`config.mk`:
```
export PLATFORM = sky130hd
export DESIGN_NAME = atpr_cordic_cell
export DESIGN_NICKNAME = d
export VERILOG_FILES = /design/src/sv/atpr_pkg.sv /design/src/sv/atpr_cordic_cell.sv
export SDC_FILE = /design/constraint.sdc
export NUM_CORES = 1
export LEC_CHECK = 0
export ABC_AREA = 1
export BUFFER_PORTS_ARGS = -buffer_cell sky130_fd_sc_hd__buf_2
export CAP_MARGIN = 20
export CORE_UTILIZATION = 50
export CTS_CLUSTER_DIAMETER = 30
export CTS_CLUSTER_SIZE = 40
export DETAILED_ROUTE_END_ITERATION = 8
export GPL_ROUTABILITY_DRIVEN = 1
export HOLD_SLACK_MARGIN = 0.12
export PLACE_DENSITY = 0.86
export SYNTH_ARGS = -nofsm -noshare
export SYNTH_HDL_FRONTEND = slang
export SYNTH_SLANG_ARGS = --single-unit
```
`constraint.sdc`:
```
create_clock -name clk -period 2.65 [get_ports clk]
set_input_delay 0.53 -clock clk [delete_from_list [all_inputs] [get_ports clk]]
set_output_delay 0.53 -clock clk [all_outputs]
set_load 0.01 [all_outputs]
```
`src/sv/atpr_pkg.sv`:
```
// ----------------------------------------------------------------------------
// atpr_pkg: shared types and constants for the tilt angle block
// Widths, CORDIC angle table and the sqrt/CORDIC cell payload types.
// ----------------------------------------------------------------------------
`default_nettype none
package atpr_pkg;
	localparam int AxisW  = 16;
	localparam int AngW   = 15;
	localparam int SqW    = 48;   // (a^2+b^2) << 16 fits in 48 bits
	localparam int RootW  = 24;   // isqrt of 48 bits
	localparam int CordW  = 28;   // x/y working width, grows by ~1.65
	localparam int ZW     = 34;
	localparam int TabLen = 24;
	localparam int Limit  = 9000;

	typedef logic signed [ZW-1:0] z_t;

	function automatic z_t atan_tab(input int i);
		z_t t;
		case (i)
			0: t = 34'sd294912000;  1: t = 34'sd174096719;
			2: t = 34'sd91987925;   3: t = 34'sd46694507;
			4: t = 34'sd23437865;   5: t = 34'sd11730358;
			6: t = 34'sd5866610;    7: t = 34'sd2933484;
			8: t = 34'sd1466764;    9: t = 34'sd733385;
			10: t = 34'sd366693;    11: t = 34'sd183346;
			12: t = 34'sd91673;     13: t = 34'sd45837;
			14: t = 34'sd22918;     15: t = 34'sd11459;
			16: t = 34'sd5730;      17: t = 34'sd2865;
			18: t = 34'sd1432;      19: t = 34'sd716;
			20: t = 34'sd358;       21: t = 34'sd179;
			22: t = 34'sd90;        23: t = 34'sd45;
			default: t = '0;
		endcase
		return t;
	endfunction

	// one lane of the square root chain; root is scaled by the current digit weight
	typedef struct packed {
		logic [SqW-1:0]          rem;
		logic [SqW-1:0]          root;
		logic signed [CordW-1:0] num;
	} sq_lane_t;

	// one lane of the CORDIC chain
	typedef struct packed {
		logic signed [CordW-1:0] x;
		logic signed [CordW-1:0] y;
		z_t                      z;
		logic                    zero;
	} cd_lane_t;
endpackage
`default_nettype wire

```
`src/sv/atpr_cordic_cell.sv`:
```
// ----------------------------------------------------------------------------
// atpr_cordic_cell: one vectoring CORDIC rotation
// Rotates both lanes toward the x axis by atan(2^-I), registered when enabled.
// ----------------------------------------------------------------------------
`default_nettype none
module atpr_cordic_cell import atpr_pkg::*; #(
	parameter int I = 0
) (
	input  wire logic     clk,
	input  wire logic     en,
	input  wire cd_lane_t in_a,
	input  wire cd_lane_t in_b,
	output cd_lane_t      out_a,
	output cd_lane_t      out_b
);
	localparam z_t T = atan_tab(I);

	function automatic cd_lane_t step(input cd_lane_t l);
		cd_lane_t o;
		o = l;
		if (!l.y[CordW-1]) begin
			o.x = l.x + (l.y >>> I);
			o.y = l.y - (l.x >>> I);
			o.z = l.z + T;
		end else begin
			o.x = l.x - (l.y >>> I);
			o.y = l.y + (l.x >>> I);
			o.z = l.z - T;
		end
		return o;
	endfunction

	always_ff @(posedge clk) begin
		if (en) begin
			out_a <= step(in_a);
			out_b <= step(in_b);
		end
	end
endmodule
`default_nettype wire

```
Word-level counts from Yosys, hierarchy flattened --
Cells that the tools add are included.
Word-level totals: output and inout bits 182, bits of input ports 184, register bits 182, word-level logic and storage cells 20
Cells by class: add/subtract/negate cells 10, mux-type cells 2
Operators by type and width (number):
- $mux 90 | 2
- $sub 28x28->28 | 4
- $add 34x30->34 const B | 2
- $sub 34x30->34 const B | 2
- $add 28x28->28 | 2

Logic depth before layout (Yosys ltp) --
depth after elaboration 2, gate-level depth with buffers 16, depth with buffers taken out 15

Worst setup path before layout --
OpenSTA, ideal clock, no wires.
kind input port to flip-flop, from in in_a[62] (netlist name), to reg out_a[30] (netlist name) (data pin), cell stages on the path 12, setup time 0.261 ns, data arrival time 2.325 ns, buffers on the path 3, setup slack 0.064 ns, data required time 2.389 ns, cells stage by stage buf_2 -> inv_1 -> buf_2 -> buf_2 -> ha_1 -> a21oi_1 -> nand2_1 -> a21oi_1 -> o21ai_1 -> nand2_1 -> nand2_1 -> xor2_1
Between the ends: cells in the longest elaborated chain, start to end 1
Ends and longest elaborated chain:
- start, declared | RTL line atpr_cordic_cell.sv:11 | input wire cd_lane_t in_a,
- $mux 90 | RTL line atpr_cordic_cell.sv:21 | if (!l.y[CordW-1]) begin
- end signal, assigned | RTL line atpr_cordic_cell.sv:35 | out_a <= step(in_a);
- end, declared | RTL line atpr_cordic_cell.sv:13 | output cd_lane_t out_a,
Every way passes these cells. A chain may end at the register's enable or synchronous reset.

Final worst setup path --
from in in_b[40] (netlist name), to reg out_b[53] (netlist name) (data pin)
Between the ends: cells in the longest elaborated chain, start to end 2, elaborated cells between the ends (all ways) 3, classes of those cells add/sub (2); mux (1)
Ends and longest elaborated chain:
- start, declared | RTL line atpr_cordic_cell.sv:12 | input wire cd_lane_t in_b,
- $sub 28x28->28 / $add 28x28->28 (equally long branches) | RTL line atpr_cordic_cell.sv:23, atpr_cordic_cell.sv:27
- $mux 90 * | RTL line atpr_cordic_cell.sv:21
- end signal, assigned | RTL line atpr_cordic_cell.sv:36 | out_b <= step(in_b);
- end, declared | RTL line atpr_cordic_cell.sv:14 | output cd_lane_t out_b
Mark *: on every way between the ends. The rest lies on a longest branch, timed or not.

==> impl_results.md <==
* Library cells used by synthesis at 42
* Least-Margin Pin Slew at roughly 0.73 ns
* Starting Density at approximately 51%
* Hold Path Stages at 1
* Hold EP: out_a[11]$_DFFE_PP_
* Post-cts hold buffer count at 0
* Fmax at around 430 MHz
* Slew headroom at 51.5%
* IO Count at 366
* Peak fanout along the critical path at 10
* GR Util All Layers at 33.7%
* Die height at 202 microns
* Met1 WL at around 28,000 microns
* Layout area overhead at 17.9%
* Die area at between 40,000 and 50,000 sq um
* Uppermost layer routed: met5
* Syn nets at 3,437
* Gpl congestion at 1.03
* Ys async rst share at 0%
* Area leader, netlist: edfxtp_1
* WHS at about 0.22 ns
* Top-area cell type share of the netlist area at 27.1%
* Design area at around 24,000 sq um
* Ys flop type: edfxtp_1
* Max Cap Viol at 0
* GRT overflow at 0
* Setup CP Type: input port to flop
* Total number of vias at roughly 21,000
* Post-route ant nets at 0
* Htree depth at 4
* Mapped Cells at just over 3,000
* Largest net degree at the start of global routing at 59
* Startpoint Class: input port
* First-pass GRT wire length at approximately 110,000 microns
* DP HPWL at 57,000 microns
* Mean post-synth cell area at ~6.6 sq um
* Part of the cycle the worst path needs at between 80 and 90%
* Core footprint at 39,000 sq um
* Layout cell share with drive strength beyond 1 at 17.5%
* Sequential area share after synthesis at between 20% and 30%
* Largest cells by area after synthesis: edfxtp_1, nand2_1, ha_1, inv_1, nand3_1
* Mapped Area at 20,000 sq um
* Area post-placement at 22,900 sq um
* CTS Buffer Depth at 2
* Wirelength per Cell at ~17 microns
* Post-CTS setup buffer count at 0
* Final setup viols at 0
* Met2 wire len at between 30,000 and 40,000 microns
* Fin crit period at between 2 and 2.5 ns
* Antenna violations before repair at 12
* DRT iter0 DRCs at between 2,000 and 2,500
* Root buffer cell: clkbuf_16
* Clock-pin transition on the worst setup and hold timing paths at 0.09 ns
* Chip Width at 202 microns
* Pins over their slew limit at 0
* Num CTS Buffers at 17
* Fill count at approximately 3,700
* Hold path start: in_a[11]
* Crit path required time at roughly 2.9 ns
* Drt pass-1 iters at 9
* Gates resized, CTS repair at 0
* Min-delay worst type: input port to flop
* Setup tns final at 0 ns
* Critical Path Sink Type: flop
* P per Cell Area at 466 nW/um^2
* Number of flops mapped to enable cells by yosys at 180
* Most common cell after layout, fill and taps aside: nand2_1
* DR WL met3 at just over 6000 microns
* Hold Vio Cnt, Final at 0
* Status: finished clean
* CTS tree: yes
* Peak supply drop at between 0.4 and 0.5 mV
* RSZ-0062 raised after global routing: no
* Drt total wl at 69,100 microns
* Vias per inst at ~5.4
* Clock Sinks at 180
* Vias in the first global route at just over 20,000
* IO Port Bufs at 365
* Nets@finish at around 3,900
* Worst Path Arrival at between 2 and 3 ns
* Number of remaining DRC errors at 0
* Row count at a little over 70
* Synth Warn # at 0
* Most frequent cells in the layout: nand2_1, inv_1, buf_2
* Flops & latches, synth at between 150 and 200
* Leak pwr at 13.0 nW
* Utilization after layout at just over 60%
==> synth_stat cells, types with 8 or more instances <==
library cell and instances:
a21oi_1 158, a21oi_2 11, a31oi_1 10, buf_2 18
buf_4 27, buf_6 10, clkbuf_1 11, edfxtp_1 180
fa_1 8, ha_1 208, inv_1 558, inv_2 11
nand2_1 1000, nand2_2 13, nand3_1 265, nand4_1 56
nor2_1 182, nor2_2 36, nor3_1 8, o21ai_0 95
o21ai_1 16, o21bai_1 29, o22ai_1 14, xnor2_1 13
xor2_1 49
==> per-stage QoR <==
step,total power [mW],std cells,worst slack [ns]
CTS,10.9,3999,0.453
floorplan,6.47,3037,0.0645
detailed placement,8.19,3967,-0.0186
global route,11.6,4005,0.153
global placement,8.13,3967,0.0382
finish,11.0,4009,0.324
==> cell families (layout without fill, tap and decap cells) <==
family          count (synthesis)  after routing  share of synthesized area (%)
buf+inv                       643           1087                           13.1
flops                         180            180                           27.1
fa+ha+maj                     216            216                           13.8
other cells                     0             10                              0
compound gates                349            349                           9.74
mux                             1              1                         0.0501
simple gates                 1586           1586                           33.5
xor+xnor                       62             62                           2.72
==> worst max-delay path, stage by stage <==
cell and delay, ns:
buf_2 0.11, inv_1 0.04, ha_1 0.58, nand2_2 0.15, nor2_1 0.30, nand3_1 0.16
nand3_1 0.26, a21oi_1 0.15, inv_1 0.09, nand2_1 0.05, nand3_1 0.08, nand2_1 0.06
==> per-layer routing <==
layer / global-route usage [%] / vias up
met4: 18.9 / 4
li1: - / 10500
met5: 0 / -
met2: 55.4 / 1121
met1: 42.2 / 9635
met3: 5.08 / 236
==> state kept, by name, summed over array words and instances, names as in the netlist <==
signal  cells
out_b      90
out_a      90
==> cell type report <==
class                      count  area [sq um]  share of cell area [%]
clock buffer                  17           425                    1.81
timing repair buffer         485          2760                    11.7
clock inverter                15           198                   0.839
sequential                   180          5410                    22.9
multi-input combinational   2214         12000                    50.8
inverter                     570          2140                    9.08
antenna                       10          25.0                   0.106
tap                          518           648                    2.75
==> where the power goes <==
part	switching (mW)	internal, mW	leakage, nW
clock network	1.43	1.30	0.297
registers	0.133	3.62	1.76
logic	2.92	1.57	11.0
==> how the worst max path moves through the flow <==
stage / from / end / slack, ns / cells past startpoint
detailed placement: in_b[40] / out_b[61]$_DFFE_PP_ / -0.02 / 12
floorplan: in_a[62] / out_a[30]$_DFFE_PP_ / 0.06 / 12
CTS: in_b[40] / out_b[61]$_DFFE_PP_ / 0.45 / 12
finish: in_b[40] / out_b[53]$_DFFE_PP_ / 0.32 / 12
global route: in_b[40] / out_b[53]$_DFFE_PP_ / 0.15 / 12
global placement: in_a[55] / out_a[90]$_DFFE_PP_ / 0.04 / 13
Power figures use the tool's default switching activity.
