===== src/sv/atpr_pkg.sv =====
// ----------------------------------------------------------------------------
// atpr_pkg: shared types and constants for the tilt angle block
// Widths, CORDIC angle table and the sqrt/CORDIC cell payload types.
// ----------------------------------------------------------------------------
`default_nettype none
package atpr_pkg;
	localparam int AxisW  = 16;
	localparam int AngW   = 15;
	localparam int SqW    = 48;   // (a^2+b^2) << 16 fits in 48 bits
	localparam int RootW  = 24;   // isqrt of 48 bits
	localparam int CordW  = 28;   // x/y working width, grows by ~1.65
	localparam int ZW     = 34;
	localparam int TabLen = 24;
	localparam int Limit  = 9000;

	typedef logic signed [ZW-1:0] z_t;

	function automatic z_t atan_tab(input int i);
		z_t t;
		case (i)
			0: t = 34'sd294912000;  1: t = 34'sd174096719;
			2: t = 34'sd91987925;   3: t = 34'sd46694507;
			4: t = 34'sd23437865;   5: t = 34'sd11730358;
			6: t = 34'sd5866610;    7: t = 34'sd2933484;
			8: t = 34'sd1466764;    9: t = 34'sd733385;
			10: t = 34'sd366693;    11: t = 34'sd183346;
			12: t = 34'sd91673;     13: t = 34'sd45837;
			14: t = 34'sd22918;     15: t = 34'sd11459;
			16: t = 34'sd5730;      17: t = 34'sd2865;
			18: t = 34'sd1432;      19: t = 34'sd716;
			20: t = 34'sd358;       21: t = 34'sd179;
			22: t = 34'sd90;        23: t = 34'sd45;
			default: t = '0;
		endcase
		return t;
	endfunction

	// one lane of the square root chain; root is scaled by the current digit weight
	typedef struct packed {
		logic [SqW-1:0]          rem;
		logic [SqW-1:0]          root;
		logic signed [CordW-1:0] num;
	} sq_lane_t;

	// one lane of the CORDIC chain
	typedef struct packed {
		logic signed [CordW-1:0] x;
		logic signed [CordW-1:0] y;
		z_t                      z;
		logic                    zero;
	} cd_lane_t;
endpackage
`default_nettype wire


===== src/sv/atpr_sqrt_cell.sv =====
// ----------------------------------------------------------------------------
// atpr_sqrt_cell: one digit of the integer square root
// Restoring digit-by-digit step for two lanes, registered when enabled.
// ----------------------------------------------------------------------------
`default_nettype none
module atpr_sqrt_cell import atpr_pkg::*; #(
	parameter int K = 0
) (
	input  wire logic     clk,
	input  wire logic     en,
	input  wire sq_lane_t in_a,
	input  wire sq_lane_t in_b,
	output sq_lane_t      out_a,
	output sq_lane_t      out_b
);
	localparam logic [SqW-1:0] Bit = SqW'(1) << (2 * (RootW - 1 - K));

	function automatic sq_lane_t step(input sq_lane_t l);
		sq_lane_t o;
		logic [SqW-1:0] t;
		o = l;
		t = l.root + Bit;
		if (l.rem >= t) begin
			o.rem  = l.rem - t;
			o.root = (l.root >> 1) + Bit;
		end else begin
			o.root = l.root >> 1;
		end
		return o;
	endfunction

	always_ff @(posedge clk) begin
		if (en) begin
			out_a <= step(in_a);
			out_b <= step(in_b);
		end
	end
endmodule
`default_nettype wire


===== config.mk =====
export PLATFORM = sky130hd
export DESIGN_NAME = atpr_sqrt_cell
export DESIGN_NICKNAME = d
export VERILOG_FILES = /design/src/sv/atpr_pkg.sv /design/src/sv/atpr_sqrt_cell.sv
export SDC_FILE = /design/constraint.sdc
export NUM_CORES = 1
export LEC_CHECK = 0
export BUFFER_PORTS_ARGS = -buffer_cell sky130_fd_sc_hd__buf_2
export CAP_MARGIN = 10
export CORE_ASPECT_RATIO = 1.1
export CORE_MARGIN = 2
export CORE_UTILIZATION = 35
export CTS_CLUSTER_DIAMETER = 30
export CTS_CLUSTER_SIZE = 16
export DETAILED_ROUTE_END_ITERATION = 7
export SYNTH_ARGS = -nofsm -noshare
export SYNTH_HDL_FRONTEND = slang
export SYNTH_SLANG_ARGS = --single-unit

===== constraint.sdc =====
create_clock -name clk -period 3.96 [get_ports clk]
set_input_delay 0.396 -clock clk [delete_from_list [all_inputs] [get_ports clk]]
set_output_delay 0.396 -clock clk [all_outputs]
set_load 0.005 [all_outputs]

## Word level (Yosys, flattened, before mapping)

Cells that the tools add are included.

- $add $sub $neg: 6
- $mul: 0
- Divide/modulo/power cells: 0
- $lt $le $gt $ge: 2
- Equality and inequality tests: 0
- Shift-type cells: 0
- Muxes and demuxes: 4
- Bitwise operators: 0
- Reductions and logical operators: 0

Operators by type and width:

| cell | number |
|---|---|
| adder 47 x 47 -> 48 bit, second input constant | 2 |
| adder 48 x 47 -> 48 bit, second input constant | 2 |
| >= comparator 48 bit | 2 |
| 2-to-1 mux 48 bit | 2 |
| subtractor 48 bit | 2 |
| 2-to-1 mux 47 bit | 2 |

- Bits in registers: 248
- Latch bits: 0
- Bits in writable memories: 0
- ROM bits: 0
- Input bits: 250
- Logic and storage cells: 20
- Memories: 0

## Longest topological paths before layout

- Depth after elaboration: 3
- Gate-level depth with buffers: 16
- Depth with buffers taken out: 14

## Least setup slack after synthesis

Ideal clock, no wire load.

- Path kind: input -> register
- Start point: input in_a[76] in the netlist's numbering
- End point: register out_a[122] in the netlist's numbering (data pin)
- Library setup time: 259 ps
- Arrival time: 2,988 ps
- Setup slack: 713 ps
- Cell stages on the path: 15
- Buffers on the path: 2
- Path through: inv_1 > ha_1 > fa_1 > and2b_1 > o211ai_1 > a21o_1 > o21ai_2 > a31oi_1 > a21o_1 > o21a_1 > o211ai_2 > nand2_1 > buf_2 > buf_6 > o31a_1

- Longest elaborated chain between the ends: 2
- Elaborated cells on any way between the ends: 3
- Those cells by class: add/sub (1); order compare (1); mux (1)

RTL lines:

| what | RTL line | text |
|---|---|---|
| start: declaration | atpr_sqrt_cell.sv:11 | `input wire sq_lane_t in_a,` |
| subtractor 48 bit or >= comparator 48 bit (tied branches) | atpr_sqrt_cell.sv:24, atpr_sqrt_cell.sv:23 |  |
| 2-to-1 mux 48 bit (*) | atpr_sqrt_cell.sv:23 | `if (l.rem >= t) begin` |
| end signal: assignment | atpr_sqrt_cell.sv:34 | `out_a <= step(in_a);` |
| end: declaration | atpr_sqrt_cell.sv:13 | `output sq_lane_t out_a,` |

Mark *: on every way between the ends. The rest lies on a longest branch, timed or not.
A chain may end at the register's enable or synchronous reset.

## Worst setup path after layout

- Start point: input in_b[36] in the netlist's numbering
- End point: register out_b[79] in the netlist's numbering (data pin)

- Longest elaborated chain between the ends: 3

RTL lines:

| what | RTL line | text |
|---|---|---|
| start: declaration | atpr_sqrt_cell.sv:12 | `input wire sq_lane_t in_b,` |
| adder 48 x 47 -> 48 bit | atpr_sqrt_cell.sv:22 | `t = l.root + Bit;` |
| >= comparator 48 bit | atpr_sqrt_cell.sv:23 |  |
| 2-to-1 mux 48 bit | atpr_sqrt_cell.sv:23 |  |
| end signal: assignment | atpr_sqrt_cell.sv:35 | `out_b <= step(in_b);` |
| end: declaration | atpr_sqrt_cell.sv:14 | `output sq_lane_t out_b` |

No other way between the ends.

==> results summary <==
The clock tree root buffer cell is clkbuf_16. Counting I/O delays and the setup requirement, the final critical path takes 3520 ps. The worst endpoint data arrival time came out at 3860 ps. STA classifies the critical path endpoint as a flip-flop.

The area inside the core boundary came out at 40,100 sq um. Clock-pin slew was measured on the worst setup and hold paths at 50 ps. The detailed-route wire length per cell is 18.5 microns. The peak fanout along the critical path came out at 31. The type of the worst min-delay path is input port to flip-flop.

Net switching is 27.4% of the power. The largest net degree at the start of global routing came out at 88. Global routing used 21.8% of the available tracks. The initial antenna violation count is 7.

The final critical path takes up 88.9% of the cycle. The worst setup path is launched from an input port. The most frequently used flop master after synthesis is edfxtp_1. The overall die area is 42,200 sq um. The total detailed-routing wirelength is 47.3 mm. The cell depth of the worst setup path came out at 15. After detailed routing, the number of remaining DRC violations is 0. The total iterations of the first detailed-routing run is 5.

After routing the design area is 20,800 sq um. In this run the power density over the cells is 496 nW/um^2. The global-route wire length before repair is 72.0 mm. Summed over all cells, the static leakage comes to 9.42 nW. After the last flow step, the layout net total stands at 2,332. VDD sags by at most 371 uV. The worst setup path is of the input port to flip-flop kind.

Walking the worst path, the cells encountered are dlygate4sd3_1, buf_2, inv_1, ha_1, a21oi_2, a21oi_1, or2_0, a21o_1, a221o_1, a211o_1, a21oi_2, nor3_2, nor2_8, buf_12, mux2_1. The run finished with clean final reports. The Yosys step of the flow raised 0 warnings. The remaining antenna violation count after routing came out at 0.

The async set-or-reset flop fraction in the synthesized netlist came out at 0%. The last weighted congestion value of the routability-driven placer is 0.911. The required arrival time at the worst endpoint is 4300 ps. The count of flip-flops with a built-in enable after synthesis came out at 248.

Once the clock tree was built, the resizer swapped 0 gates to a different size. The delay of the slowest cell on the worst path is 540 ps. The starting DRC count in detailed routing is 604. The total nets after synthesis came out at 1,667. The number of global-route vias before repair is 13,100. The part of the total power dissipated in combinational logic came out at 19.1%. TritonCTS built the clock tree. The most common library cell in the layout ignoring fill and taps is buf_2. The part of the total power dissipated in sequential elements is 32.5%. The total negative setup slack is 0 ps. The number of levels in the clock H-tree is 2.

The number of buffers created by CTS is 59. The total via count in the routed design is 12,700. The max-slew violation count came out at 0. The library cells used most frequently in the layout, excluding fill and tap cells, are buf_2, edfxtp_1, nand2_1. The buffering stage count on the worst path with inverters included came out at 4.

The instance area at placement is 17,300 sq um. The cell total after placement is 2,297. The die is 215 microns tall. The total overflow left after global routing is 0. In this run the tightest slew margin relative to its limit is 53.5%. The total of flip-flops plus latches after synthesis is 248. The share of final-layout standard cells stronger than drive strength 1 is 32.0%. The global routing stage identified its most utilized layer as met2. Counting stages on the worst path, the most repeated cell is a21oi_2. Setup violations remaining at the end of the flow were counted as 0. The number of setup buffers added after CTS is 0. The cell type group with the largest total delay on the critical path is compound AO/OA/AOI/OAI gates. For this run, the number of standard cells in the final layout without fillers is 2,550. The die span in x came out at 196 microns. The number of sinks handled by clock tree synthesis came out at 248. The met1 track demand over resource came out at 23.0%. The cell depth of the worst hold path is 1. Setup repair after global routing left no endpoint under its margin. The count of input and output buffers is 497. The number of maximum-capacitance violations came out at 0. The transition time of the tightest slew-check pin came out at 690 ps. Timing would allow up to 284 MHz. The initial standard-cell utilization of the core came out at 35.4%. After technology mapping, the gate count stands at 1,319.

The count of different cell masters after synthesis is 73. The post-synthesis area per instance came out at 10.8 sq um. The average via count per standard cell came out at 4.99. The number of endpoints with negative hold slack in the final report came out at 0. The net switching power figure came out at 2.82 mW. The half-perimeter wire length of the detailed placement result is 35.8 mm. The register area share after synthesis came out at 52.5%. For this design, the slowest cell found on the critical path is dlygate4sd3_1. The mapped cell area is 14,200 sq um. In the global route stage, met3 resource usage came out at 6.95%. The number of top-level pins is 498. The internal power came out at 7.47 mW. Per report_power, the clock group accounts for 48.4% of the total. The number of placement rows came out at 77. The clock passes through at most 3 buffers. The area growth from synthesis to layout is 46.2%. Global routing consumed, on the met2 layer, 41.2% of the routing resources.
## layer usage
layer	vias to the layer above	wire length [microns]	part of all wire [%]
li1	6172	-	-
met1	5960	17500	37
met2	486	24700	52
met3	88	3770	8.0
met4	10	1200	2.5
met5	-	69	0.15
## flip-flops by register name (all words and copies together) (netlist names)
register / flops
out_b: 124
out_a: 124
## logic make-up (layout without fill, tap and decap cells)
family | count (synthesis) | in the layout | share of synthesized area, %
AND/OR/NAND/NOR | 315 | 315 | 10.3
AO/OA/AOI/OAI | 392 | 392 | 17.4
multiplexers | 11 | 11 | 0.882
flip-flops | 248 | 248 | 52.5
adder cells (fa/ha/maj) | 98 | 98 | 8.75
other | 0 | 3 | 0
buffers and inverters | 167 | 882 | 4.70
XOR/XNOR | 88 | 88 | 5.43
## synth_stat cells (all sizes together) (3+ instances only)
master | number | area share (%)
o211ai | 6 | 0.35
buf | 15 | 0.64
a21o | 52 | 2.8
and2 | 9 | 0.40
nand4 | 25 | 1.1
a221o | 4 | 0.28
clkbuf | 35 | 0.96
nand3 | 27 | 0.95
a211oi | 7 | 0.41
o21bai | 20 | 1.1
o31ai | 5 | 0.26
nor3 | 19 | 0.74
or2 | 3 | 0.13
nand2b | 10 | 0.44
edfxtp | 248 | 52
a211o | 5 | 0.37
o21a | 12 | 0.63
xnor2 | 48 | 3.0
nor2b | 10 | 0.44
mux2 | 9 | 0.74
a221oi | 4 | 0.29
nand2 | 150 | 4.0
nor2 | 43 | 1.3
a21oi | 111 | 4.0
and3 | 11 | 0.48
xor2 | 40 | 2.5
inv | 117 | 3.1
o21ai | 133 | 4.8
ha | 96 | 8.5
a31oi | 8 | 0.46
o31a | 4 | 0.25
a311oi | 3 | 0.19
a31o | 4 | 0.25
## final timing paths
check	from	end
setup / recovery	in_b[36]	out_b[79]$_DFFE_PP_
hold / removal	in_a[44]	out_a[43]$_DFFE_PP_
## power groups by stage
stage	logic [mW]	registers (mW)	clock network, mW
after floorplan	0.987	3.42	0
after global placement	1.84	3.38	0
after detailed placement	1.85	3.38	0
after CTS	1.97	3.34	5.06
after global routing	2.17	3.37	5.19
final	1.96	3.34	4.98
## stage by stage
step,total power [mW],setup slack [ps],utilization [%],hold WS [ps]
after floorplan,4.40,713,-,495
after global placement,5.22,379,43.1,573
after detailed placement,5.23,368,43.1,575
after CTS,10.4,464,51.8,1.99
after global routing,10.7,256,51.8,3.15
final,10.3,439,51.8,39.7
## repair_timing
item                       4_1_cts  5_1_grt
hold endpoints to repair       139        0
setup endpoints to repair        0        0
hold buffers                   139        0
## area by class of cell
| cell class | count | area (sq um) |
|---|---|---|
| multi-input cells | 904 | 6080 |
| diodes | 3 | 7.51 |
| well taps | 513 | 642 |
| clock inverters | 48 | 574 |
| inverters | 117 | 439 |
| repair buffers | 654 | 4070 |
| flip-flops and latches | 248 | 7450 |
| clock buffers | 63 | 1490 |
| fillers | 3532 | 19300 |
No activity file was read; power rests on OpenSTA's default activity.
